## config.mk

```make
export PLATFORM = sky130hd
export DESIGN_NAME = i2c_register_access_master_top
export DESIGN_NICKNAME = d
export VERILOG_FILES = /design/src/design/i2cram_pkg.sv /design/src/design/i2cram_step.sv /design/src/design/i2c_register_access_master_top.sv
export VERILOG_INCLUDE_DIRS = /design/src /design/src/design
export SDC_FILE = /design/constraint.sdc
export NUM_CORES = 1
export LEC_CHECK = 0
export BUFFER_PORTS_ARGS = -buffer_cell sky130_fd_sc_hd__buf_4
export CAP_MARGIN = 20
export CORE_MARGIN = 5
export CORE_UTILIZATION = 55
export DETAILED_ROUTE_END_ITERATION = 8
export HOLD_SLACK_MARGIN = 0.06
export PLACE_DENSITY = 0.81
export SYNTH_ARGS = -nofsm -noshare
export SYNTH_HDL_FRONTEND = slang
export SYNTH_SLANG_ARGS = --single-unit
```

## constraint.sdc

```tcl
create_clock -name clk_i -period 5.1 [get_ports clk_i]
set_clock_uncertainty 0.2 [all_clocks]
set_input_delay 1.02 -clock clk_i [delete_from_list [all_inputs] [get_ports clk_i]]
set_output_delay 1.02 -clock clk_i [all_outputs]
set_load 0.02 [all_outputs]
```

## src/design/assert_macros.svh

```systemverilog
// Assertion macros used by the design top level.
`ifndef ASSERT_MACROS_SVH
`define ASSERT_MACROS_SVH

`ifndef ASSERT_OFF
// Property must hold at every clock edge outside reset.
`define ASSERT_CLK(lbl, clk, rstn, prop, msg) \
  lbl: assert property (@(posedge clk) disable iff (!rstn) (prop)) else $error(msg);
// Condition must never be true outside reset.
`define ASSERT_NEVER(lbl, clk, rstn, cond, msg) \
  lbl: assert property (@(posedge clk) disable iff (!rstn) !(cond)) else $error(msg);
`else
`define ASSERT_CLK(lbl, clk, rstn, prop, msg)
`define ASSERT_NEVER(lbl, clk, rstn, cond, msg)
`endif

`endif

```

## src/design/i2cram_pkg.sv

```systemverilog
// Types and constants for the I2C register access master.
package i2cram_pkg;

  // Command codes carried in the action field.
  localparam logic [1:0] ACT_TICK  = 2'd0;
  localparam logic [1:0] ACT_READ  = 2'd1;
  localparam logic [1:0] ACT_WRITE = 2'd2;

  // Configuration register indexes.
  localparam int unsigned CFG_IDX_W = 1;
  localparam logic [CFG_IDX_W-1:0] CFG_DEV_ADDR  = 1'b0;
  localparam logic [CFG_IDX_W-1:0] CFG_ACK_LIMIT = 1'b1;

  // Configuration reset values.
  localparam logic [6:0] DEV_ADDR_RST  = 7'd54;
  localparam logic [7:0] ACK_LIMIT_RST = 8'd250;

  // Header progress codes.
  localparam logic [1:0] HDR_DEV   = 2'd0;
  localparam logic [1:0] HDR_REG   = 2'd1;
  localparam logic [1:0] HDR_RDDEV = 2'd2;
  localparam logic [1:0] HDR_DATA  = 2'd3;

  // Bus phase, one-hot.
  typedef enum logic [6:0] {
    PH_IDLE  = 7'b0000001,
    PH_START = 7'b0000010,
    PH_SEND  = 7'b0000100,
    PH_WACK  = 7'b0001000,
    PH_RECV  = 7'b0010000,
    PH_MACK  = 7'b0100000,
    PH_STOP  = 7'b1000000
  } phase_e;

  // Transaction state carried from tick to tick.
  typedef struct packed {
    phase_e     phase;
    logic [1:0] tick;
    logic [2:0] bit_idx;
    logic [7:0] shift_byte;
    logic [7:0] bytes_left;
    logic [7:0] reg_hold;
    logic       read_mode;
    logic [7:0] ack_cnt;
    logic [1:0] hdr_stage;
  } state_t;

  // One input request.
  typedef struct packed {
    logic [1:0] action;
    logic [7:0] reg_address;
    logic [7:0] byte_count;
    logic [7:0] wr_data;
    logic       sda_in;
  } req_t;

  // One result item.
  typedef struct packed {
    logic       scl;
    logic       sda_out;
    logic       sda_drive;
    logic [7:0] rd_data;
    logic       rd_valid;
    logic       rd_last;
    logic       wr_taken;
    logic       busy;
    logic       done;
    logic       nack_error;
  } res_t;

  // Configuration register contents.
  typedef struct packed {
    logic [6:0] dev_address;
    logic [7:0] ack_wait_limit;
  } cfg_t;

endpackage

```

## src/design/i2cram_step.sv

```systemverilog
// Combinational tick logic: one request against the current state.
module i2cram_step (
  input  i2cram_pkg::state_t st_i,
  input  i2cram_pkg::req_t   req_i,
  input  i2cram_pkg::cfg_t   cfg_i,
  output i2cram_pkg::state_t st_o,
  output i2cram_pkg::res_t   res_o
);
  import i2cram_pkg::*;

  state_t s;
  res_t   r;

  always_comb begin
    s = st_i;
    r = '0;
    r.scl       = 1'b1;
    r.sda_out   = 1'b1;
    r.sda_drive = 1'b1;
    r.busy      = 1'b1;

    // A command on an idle bus latches its header and starts at once.
    if ((s.phase == PH_IDLE) && ((req_i.action == ACT_READ) || (req_i.action == ACT_WRITE))) begin
      s.read_mode  = (req_i.action == ACT_READ);
      s.reg_hold   = req_i.reg_address;
      s.bytes_left = req_i.byte_count;
      s.hdr_stage  = HDR_DEV;
      s.ack_cnt    = 8'd0;
      s.shift_byte = 8'd0;
      s.phase      = PH_START;
      s.tick       = 2'd0;
      s.bit_idx    = 3'd0;
    end

    unique case (s.phase)
      PH_START: begin
        r.scl     = (s.tick < 2'd2);
        r.sda_out = (s.tick == 2'd0);
        if (s.tick >= 2'd2) begin
          s.shift_byte = {cfg_i.dev_address, (s.hdr_stage == HDR_RDDEV)};
          s.phase      = PH_SEND;
          s.tick       = 2'd0;
          s.bit_idx    = 3'd0;
        end else begin
          s.tick = s.tick + 2'd1;
        end
      end
      PH_SEND: begin
        r.sda_out = s.shift_byte[7];
        r.scl     = (s.tick == 2'd1);
        if (s.tick >= 2'd2) begin
          s.shift_byte = {s.shift_byte[6:0], 1'b0};
          s.tick       = 2'd0;
          if (s.bit_idx == 3'd7) begin
            s.phase   = PH_WACK;
            s.bit_idx = 3'd0;
            s.ack_cnt = 8'd0;
          end else begin
            s.bit_idx = s.bit_idx + 3'd1;
          end
        end else begin
          s.tick = s.tick + 2'd1;
        end
      end
      PH_WACK: begin
        r.sda_drive = 1'b0;
        r.scl       = (s.tick != 2'd0);
        if (s.tick < 2'd2) begin
          s.tick = s.tick + 2'd1;
        end else if (!req_i.sda_in) begin
          // Acknowledged: advance through the header, then the data bytes.
          s.tick    = 2'd0;
          s.bit_idx = 3'd0;
          if (s.hdr_stage == HDR_DEV) begin
            s.shift_byte = s.reg_hold;
            s.hdr_stage  = HDR_REG;
            s.phase      = PH_SEND;
          end else if ((s.hdr_stage == HDR_REG) && s.read_mode) begin
            s.hdr_stage = HDR_RDDEV;
            s.phase     = PH_START;
          end else if (s.hdr_stage == HDR_RDDEV) begin
            s.hdr_stage  = HDR_DATA;
            s.shift_byte = 8'd0;
            s.phase      = (s.bytes_left == 8'd0) ? PH_STOP : PH_RECV;
          end else if (s.bytes_left == 8'd0) begin
            s.phase = PH_STOP;
          end else begin
            r.wr_taken   = 1'b1;
            s.shift_byte = req_i.wr_data;
            s.bytes_left = s.bytes_left - 8'd1;
            s.hdr_stage  = HDR_DATA;
            s.phase      = PH_SEND;
          end
        end else if (s.ack_cnt >= cfg_i.ack_wait_limit) begin
          // Timed out waiting for the target: abort with a stop.
          r.nack_error = 1'b1;
          s.phase      = PH_STOP;
          s.tick       = 2'd0;
          s.bit_idx    = 3'd0;
        end else begin
          s.ack_cnt = s.ack_cnt + 8'd1;
        end
      end
      PH_RECV: begin
        r.sda_drive = 1'b0;
        r.scl       = (s.tick != 2'd0);
        if (s.tick == 2'd0) begin
          s.tick = 2'd1;
        end else begin
          s.shift_byte = {s.shift_byte[6:0], req_i.sda_in};
          s.tick       = 2'd0;
          if (s.bit_idx == 3'd7) begin
            r.rd_valid   = 1'b1;
            r.rd_data    = s.shift_byte;
            r.rd_last    = (s.bytes_left == 8'd1);
            s.bytes_left = s.bytes_left - 8'd1;
            s.phase      = PH_MACK;
            s.bit_idx    = 3'd0;
          end else begin
            s.bit_idx = s.bit_idx + 3'd1;
          end
        end
      end
      PH_MACK: begin
        // ACK every byte but the last, which gets a NACK.
        r.sda_out = (s.bytes_left == 8'd0);
        r.scl     = (s.tick == 2'd1);
        if (s.tick >= 2'd2) begin
          s.shift_byte = 8'd0;
          s.phase      = (s.bytes_left == 8'd0) ? PH_STOP : PH_RECV;
          s.tick       = 2'd0;
          s.bit_idx    = 3'd0;
        end else begin
          s.tick = s.tick + 2'd1;
        end
      end
      PH_STOP: begin
        r.scl     = (s.tick != 2'd0);
        r.sda_out = (s.tick != 2'd0);
        if (s.tick == 2'd0) begin
          s.tick = 2'd1;
        end else begin
          r.done      = 1'b1;
          s.phase     = PH_IDLE;
          s.tick      = 2'd0;
          s.bit_idx   = 3'd0;
          s.ack_cnt   = 8'd0;
          s.hdr_stage = HDR_DEV;
        end
      end
      default: begin
        // Idle tick: bus lines driven high.
        r.busy  = 1'b0;
        s.phase = PH_IDLE;
      end
    endcase
  end

  assign st_o  = s;
  assign res_o = r;

endmodule

```

## src/design/i2c_register_access_master_top.sv

```systemverilog
// Top level of the I2C register access master: request, state and result registers.
//
//   channel | direction | handshake              | payload
//   --------+-----------+------------------------+----------------------------------------
//   in      | input     | in_valid_i / in_stall_o | action, reg_address, byte_count,
//           |           |                        | wr_data, sda_in
//   out     | output    | out_valid_o / out_stall_i | scl, sda_out, sda_drive, rd_data,
//           |           |                        | rd_valid, rd_last, wr_taken, busy_res,
//           |           |                        | done_res, nack_error
//
// One request is taken every clock cycle while in_stall_o is low; its result passes
// from the request register through the tick logic into the result register.
// Reset puts the bus state to idle and the configuration to its default values.
// While the output is stalled, the request register still takes one more request, then
// in_stall_o rises until the result register is freed.
`include "assert_macros.svh"

module i2c_register_access_master_top (
  input  logic                                 clk_i,
  input  logic                                 rst_ni,
  // Configuration write port
  input  logic                                 cfg_we_i,
  input  logic [i2cram_pkg::CFG_IDX_W-1:0]     cfg_index_i,
  input  logic [7:0]                           cfg_data_i,
  // Request channel
  input  logic                                 in_valid_i,
  output logic                                 in_stall_o,
  input  logic [1:0]                           action_i,
  input  logic [7:0]                           reg_address_i,
  input  logic [7:0]                           byte_count_i,
  input  logic [7:0]                           wr_data_i,
  input  logic                                 sda_in_i,
  // Result channel
  output logic                                 out_valid_o,
  input  logic                                 out_stall_i,
  output logic                                 scl_o,
  output logic                                 sda_out_o,
  output logic                                 sda_drive_o,
  output logic [7:0]                           rd_data_o,
  output logic                                 rd_valid_o,
  output logic                                 rd_last_o,
  output logic                                 wr_taken_o,
  output logic                                 busy_res_o,
  output logic                                 done_res_o,
  output logic                                 nack_error_o
);
  import i2cram_pkg::*;

  cfg_t   cfg_q;
  req_t   req_q;
  logic   in_valid_q;
  state_t st_q, st_d;
  res_t   res_q, res_d;
  logic   out_valid_q;
  logic   advance;
  logic   in_accept;
  logic   load;

  // Configuration registers.
  always_ff @(posedge clk_i or negedge rst_ni) begin
    if (!rst_ni) begin
      cfg_q.dev_address    <= DEV_ADDR_RST;
      cfg_q.ack_wait_limit <= ACK_LIMIT_RST;
    end else if (cfg_we_i) begin
      if (cfg_index_i == CFG_DEV_ADDR) begin
        cfg_q.dev_address <= cfg_data_i[6:0];
      end
      if (cfg_index_i == CFG_ACK_LIMIT) begin
        cfg_q.ack_wait_limit <= cfg_data_i;
      end
    end
  end

  // Handshake: the result register frees when empty or when its result is taken.
  assign advance    = !out_valid_q || !out_stall_i;
  assign load       = in_valid_q && advance;
  assign in_stall_o = in_valid_q && !advance;
  assign in_accept  = in_valid_i && !in_stall_o;

  // Request register.
  always_ff @(posedge clk_i or negedge rst_ni) begin
    if (!rst_ni) begin
      in_valid_q <= 1'b0;
    end else if (in_accept) begin
      in_valid_q <= 1'b1;
    end else if (advance) begin
      in_valid_q <= 1'b0;
    end
  end

  always_ff @(posedge clk_i) begin
    if (in_accept) begin
      req_q.action      <= action_i;
      req_q.reg_address <= reg_address_i;
      req_q.byte_count  <= byte_count_i;
      req_q.wr_data     <= wr_data_i;
      req_q.sda_in      <= sda_in_i;
    end
  end

  // Tick logic.
  i2cram_step u_step (
    .st_i  (st_q),
    .req_i (req_q),
    .cfg_i (cfg_q),
    .st_o  (st_d),
    .res_o (res_d)
  );

  // Transaction state, updated once per processed request.
  always_ff @(posedge clk_i or negedge rst_ni) begin
    if (!rst_ni) begin
      st_q <= '{phase: PH_IDLE, tick: 2'd0, bit_idx: 3'd0, shift_byte: 8'd0,
                bytes_left: 8'd0, reg_hold: 8'd0, read_mode: 1'b0, ack_cnt: 8'd0,
                hdr_stage: HDR_DEV};
    end else if (load) begin
      st_q <= st_d;
    end
  end

  // Result register.
  always_ff @(posedge clk_i or negedge rst_ni) begin
    if (!rst_ni) begin
      out_valid_q <= 1'b0;
    end else if (load) begin
      out_valid_q <= 1'b1;
    end else if (!out_stall_i) begin
      out_valid_q <= 1'b0;
    end
  end

  always_ff @(posedge clk_i) begin
    if (load) begin
      res_q <= res_d;
    end
  end

  assign out_valid_o  = out_valid_q;
  assign scl_o        = res_q.scl;
  assign sda_out_o    = res_q.sda_out;
  assign sda_drive_o  = res_q.sda_drive;
  assign rd_data_o    = res_q.rd_data;
  assign rd_valid_o   = res_q.rd_valid;
  assign rd_last_o    = res_q.rd_last;
  assign wr_taken_o   = res_q.wr_taken;
  assign busy_res_o   = res_q.busy;
  assign done_res_o   = res_q.done;
  assign nack_error_o = res_q.nack_error;

  // A completed stop leaves the bus idle.
  `ASSERT_CLK(a_done_idle, clk_i, rst_ni, (load && res_d.done) |=> (st_q.phase == PH_IDLE), "done without return to idle")
  // An idle tick never leaves the idle phase.
  `ASSERT_CLK(a_notbusy_idle, clk_i, rst_ni, (load && !res_d.busy) |=> (st_q.phase == PH_IDLE), "idle tick changed phase")
  // An acknowledge timeout always heads to stop.
  `ASSERT_CLK(a_nack_stop, clk_i, rst_ni, (load && res_d.nack_error) |=> (st_q.phase == PH_STOP), "timeout without stop")
  // Write data is only taken on the write path.
  `ASSERT_NEVER(a_wr_in_read, clk_i, rst_ni, load && res_d.wr_taken && st_q.read_mode, "write data taken during read")

endmodule

```

# Word level (Yosys, flattened, before mapping)
# Index checks and enable logic that the tools add are counted.
[word_totals]
latchBits = 0
input_bits = 41
n_memories = 0
regBits = 108
romBits = 0
out_inout_bits = 19
ram_bits = 0
[classes]
bitwise_logic = 5
addsub = 4
n_reduce_logical = 26
eq_ne = 15
n_mul = 0
muxes = 63
n_lt_le_gt_ge = 3
shifts = 0
div_mod_pow = 0
[op_table]
columns = ["operator", "count"]
rows = [
  ["$mux 7", 13],
  ["$mux 8", 9],
  ["$mux 16", 3],
  ["$mux 47", 1],
  ["$pmux 7 s6", 1],
  ["$pmux 8 s5", 1],
  ["$mux 19", 2],
  ["$mux 11", 3],
  ["$pmux 5 s6", 1],
  ["$mux 12", 2],
  ["$pmux 8 s3", 1],
  ["$mux 10", 2],
  ["$mux 2", 8],
  ["$pmux 8 s2", 1],
  ["$reduce_or 6->1", 2],
  ["$mux 1", 10],
  ["$reduce_or 3->1", 3],
  ["$add 8x1->8 const B", 1],
  ["$eq 8x1->1 const B", 1],
  ["$ge 8x8->1", 1],
  ["$logic_not 8->1", 1],
  ["$sub 8x1->8 const B", 1],
  ["$eq 7x1->1 const B", 1],
  ["$eq 7x2->1 const B", 1],
  ["other kinds (25)", 46],
]

# Logic depth before layout (Yosys ltp)
[depth]
word_depth = 12
ltp_mapped = 14

# Modules after synthesis
# Synthesis repeated with hierarchy kept, for this count alone.
[unflattened]
cells_unflattened = 623
area_unflattened_um2 = 6580.1
[by_module_without_submodules]
columns = ["mod", "area_per_inst_um2", "cells_per_inst", "instances", "seq_area_each_um2"]
rows = [
  ["i2c_register_access_master_top", 3827.4, 184, 1, 2936.6],
  ["i2cram_step", 2752.6, 439, 1, 0.0],
]

# Worst setup path after synthesis
# OpenSTA, ideal clock, no wires.
[synth_timing]
kind = "register to register"
from = "register req_q[25] (netlist name)"
to = "register st_q[6] (netlist name)"
synth_period_minus_slack_ns = 3.808
path_stages_with_launch = 14
t_arrival_ns = 3.539
path_slack_ns = 1.292
t_required_ns = 4.831
cell_sequence = "edfxtp_1 ha_1 nor4b_2 nand2_1 clkbuf_1 clkbuf_1 and2_1 ha_1 a41oi_1 o21ai_0 a21oi_1 o2111ai_1 or4_1 nand3_1"
[synth_via]
elab_chain_len = 9
word_cells_on_any_way = 21
cone_classes = "add/sub: 1; order compare: 3; eq/ne: 6; mux: 8; reduce/logical: 3"
[synth_rtl]
columns = ["item", "line", "source"]
rows = [
  ["from (decl)", "i2c_register_access_master_top.sv:50", "req_t req_q;"],
  ["$eq 2x1->1 / $eq 2x2->1 (equally long branches)", "i2cram_step.sv:23", "if ((s.phase == PH_IDLE) && ((req_i.action == ACT_READ) || (req_i.action == ACT_WRITE))) begin"],
  ["$logic_or 1x1->1 *", "i2cram_step.sv:23", ""],
  ["$logic_and 1x1->1 *", "i2cram_step.sv:23", ""],
  ["$mux 47 *", "i2cram_step.sv:23", ""],
  ["$add 8x1->8 / $ge 8x8->1 (equally long branches)", "i2cram_step.sv:101, i2cram_step.sv:94", ""],
  ["$mux 8", "i2cram_step.sv:94", "end else if (s.ack_cnt >= cfg_i.ack_wait_limit) begin"],
  ["$mux 8", "i2cram_step.sv:70", "end else if (!req_i.sda_in) begin"],
  ["$mux 10", "i2cram_step.sv:68", "if (s.tick < 2'd2) begin"],
  ["$pmux 8 s3 *", "i2cram_step.sv:35", "unique case (s.phase)"],
  ["to (signal assigned)", "i2c_register_access_master_top.sv:113", "st_q <= '{phase: PH_IDLE, tick: 2'd0, bit_idx: 3'd0, shift_byte: 8'd0,"],
  ["to (signal assigned)", "i2c_register_access_master_top.sv:117", "st_q <= st_d;"],
  ["to (decl)", "i2c_register_access_master_top.sv:52", "state_t st_q, st_d;"],
]
# Every way passes the cells marked *; elsewhere a longest branch is shown, timed or not.
# A chain may end at the register's enable or synchronous reset.

# Worst setup path in the final report
[layout_timing]
from = "register st_q[41] (netlist name)"
to = "register st_q[21] (netlist name)"
[layout_via]
elab_chain_len = 11
word_cells_on_any_way = 23
cone_classes = "add/sub: 1; order compare: 1; eq/ne: 6; mux: 10; reduce/logical: 5"
[layout_rtl]
columns = ["item", "line", "source"]
rows = [
  ["$eq 7x1->1", "i2cram_step.sv:23", ""],
  ["$logic_and 1x1->1", "i2cram_step.sv:23", ""],
  ["$mux 47 *", "i2cram_step.sv:23", ""],
  ["$sub 8x1->8 / $logic_not 8->1 (equally long branches)", "i2cram_step.sv:90, i2cram_step.sv:116, i2cram_step.sv:85", ""],
  ["$mux 16", "i2cram_step.sv:85", "end else if (s.bytes_left == 8'd0) begin"],
  ["$mux 8", "i2cram_step.sv:81", "end else if (s.hdr_stage == HDR_RDDEV) begin"],
  ["$mux 16", "i2cram_step.sv:78", "end else if ((s.hdr_stage == HDR_REG) && s.read_mode) begin"],
  ["$mux 8", "i2cram_step.sv:74", "if (s.hdr_stage == HDR_DEV) begin"],
  ["$mux 16", "i2cram_step.sv:70", ""],
  ["$mux 19", "i2cram_step.sv:68", ""],
  ["$pmux 8 s2 *", "i2cram_step.sv:35", ""],
]
# Marked as above.

==> flow_summary.yaml <==
global_route:
  antenna_found_initial: 0
  grt_max_degree: 65
  grt_pass1_vias: 5146
  grt_remaining_overflow: 0
  grt.total_usage: 0.264
  grt_pass1_wl_um: 27500
synthesis:
  syn_avg_cell_area_um2: 10.4
  synthDistinctLibCells: 86
  synth_edf_count: 44
  synth_seq_cells: 108
  synthCells: 601
  synth.net_count: 658
  synth_area_um2: 6250
  async_flop_share: 0.593
  ys_seq_area_frac: 0.470
  synth-main-ff-cell: "dfrtp_1"
  ys_warn_count: 0
routing:
  drc_errors: 0
  wl_per_cell_um: 21.7
  postRouteAntennaNets: 0
  drt_iter0_drc: 635
  dr.pass1.iters: 7
  avgViaCountPerCell: 6.79
  wirelength_um: 17200
  num_vias: 5393
floorplan:
  io_pins: 60
  coreArea_um2: 11300
  initial_utilization: 0.554
  die-height_um: 117
  die_w_um: 117
  num_rows: 39
  dieArea_um2: 13600
timing:
  slew_headroom: 0.277
  setup_tns_ps: 0
  tightestPinTransition_ps: 1080
  period_share: 0.797
  setup_viol: 0
  hold_violations: 0
  rsz0062_at_grt: "false"
  slew_viol_final: 0
  fmax_mhz: 246
  fin_ws_ps: 1040
  min_period_ps: 4060
clock_network:
  insertion_delay_ps: 360
  hold_buffers: 0
  cts_root_buffer: "clkbuf_16"
  cts_buffers: 9
  cts_tree: "built"
  cts.htree.levels: 3
  cts_resized: 0
  clk_path_buf_depth: 2
  cts_setup_buffers: 0
  numClockSinks: 108
  path_clk_slew_ps: 80
min_path:
  min_path_type: "reg -> reg"
  hold_end: "st_q[15]"
  min_delay_path_depth: 1
  hold_path.startpoint: "req_q[21]"
job:
  maxCapViolCount: 0
setup_path:
  reg2reg_depth: 12
  worstPathArrival_ps: 4130
  r2r-start: "st_q[41]"
  end_kind: "register"
  path_class: "reg -> reg"
  r2r-end: "st_q[21]"
  regToRegSetupSlack_ps: 1040
  worstPathMaxFanout: 17
  required_ps: 5170
  worstSetupStartpointType: "register"
layout:
  antennaDiodeCount: 0
  fin_nets: 703
  finalNonFillerCells: 794
  final_common_cell: "buf_4"
  area_delta_synth_final_pct: 13.6
  num-fill-cells: 906
  drive_gt1_frac: 0.215
  final_cell_mix: "buf_4 (66), dfrtp_1 (53), edfxtp_1 (44), a21oi_1 (36), nand2_1 (35)"
  fin_area_um2: 7100
placed_design:
  dpl.cell_count: 777
  place.gp.congestion: 1.03
  portBuffers: 59
  placedInstanceArea_um2: 6770
  dp_slack_ps: 1140
  dpl.hpwl_um: 12200
power:
  peakVddDrop_uv: 359
  p_per_area_nw_per_um2: 425
  leakage_nw: 2.79
outcome:
  status: "finished, final reports clean"
-- per-stage QoR --
step,hold slack (ps),util,power (mW)
after floorplan,255,-,1.99
after global placement,260,0.601,2.28
after detailed placement,266,0.601,2.31
after CTS,283,0.627,3.00
after global routing,302,0.629,3.18
final,280,0.629,3.02
-- worst max-delay path by stage --
stage                     slack (ps)  endpoint  startpoint
after floorplan                 1290   st_q[6]   req_q[25]
after global placement          1290  st_q[21]    st_q[41]
after detailed placement        1140  st_q[21]    st_q[41]
after CTS                       1090  st_q[21]    st_q[41]
after global routing             800  st_q[21]    st_q[41]
final                           1040  st_q[21]    st_q[41]
-- state kept, by name, summed over array words and instances, names as in the netlist, 8 cells and up --
register and flops:
rd_data_o 8, cfg_q 15, req_q 27, st_q 47
-- metal layers --
metal / routed length [um] / up-vias / global-route usage
met5: 0 / - / 0
met4: 577 / 0 / 0.108
met3: 1660 / 62 / 0.0596
met2: 7820 / 323 / 0.406
met1: 7150 / 2574 / 0.362
li1: - / 2434 / -
-- where the power goes --
part / switching (mW) / leakage, nW / internal (mW)
Combinational: 0.627 / 1.44 / 0.434
Sequential: 0.178 / 1.21 / 1.08
Clock: 0.349 / 0.143 / 0.344
-- cell families (layout without fill, tap and decap cells) --
logic type	count (synthesis)	after routing	share of synthesized area
DFF	108	108	0.470
AOI/OAI and AO/OA	183	183	0.211
xor gates and xnor gates	2	2	0.00280
muxes	32	32	0.0561
and+or+nand+nor	204	204	0.189
buffers and inverters	55	105	0.0369
adders and majority gates	17	17	0.0338
-- synth_stat cells (8+ instances only) --
library cell | n | area share
a31oi_1 | 12 | 0.012
nor2_1 | 27 | 0.016
nor3_1 | 19 | 0.015
clkbuf_1 | 24 | 0.014
mux2i_1 | 8 | 0.013
o21ai_0 | 27 | 0.022
and3_1 | 8 | 0.0080
mux2_2 | 24 | 0.043
dfrtp_1 | 53 | 0.21
nand3_1 | 23 | 0.018
o31ai_1 | 11 | 0.013
dfstp_2 | 11 | 0.046
a211oi_1 | 8 | 0.0096
inv_1 | 19 | 0.011
ha_1 | 16 | 0.032
o211ai_1 | 10 | 0.012
a21oi_1 | 36 | 0.029
nor4_1 | 12 | 0.012
edfxtp_1 | 44 | 0.21
nand2b_1 | 9 | 0.0090
nand2_1 | 35 | 0.021
and2_1 | 18 | 0.018
-- layout make-up --
class | instances | area (um^2) | area share
Clock buffer | 9 | 225 | 0.0317
Tap cell | 143 | 179 | 0.0252
Multi-Input combinational cell | 438 | 3080 | 0.434
Inverter | 22 | 82.6 | 0.0116
Timing Repair Buffer | 67 | 523 | 0.0737
Sequential cell | 108 | 2940 | 0.414
Clock inverter | 7 | 68.8 | 0.00970
-- critical path, cell delays in order, from the launching register on --
cell and delay [ps]:
dfrtp_1 700, nor4b_2 110, buf_4 210, nand2_1 170, buf_4 300, and2_1 230
ha_1 170, ha_1 250, inv_1 140, nor3_2 730, nor2_2 280, o21a_1 250
o31ai_1 210
Note: power is estimated with default switching activity, not from simulation.
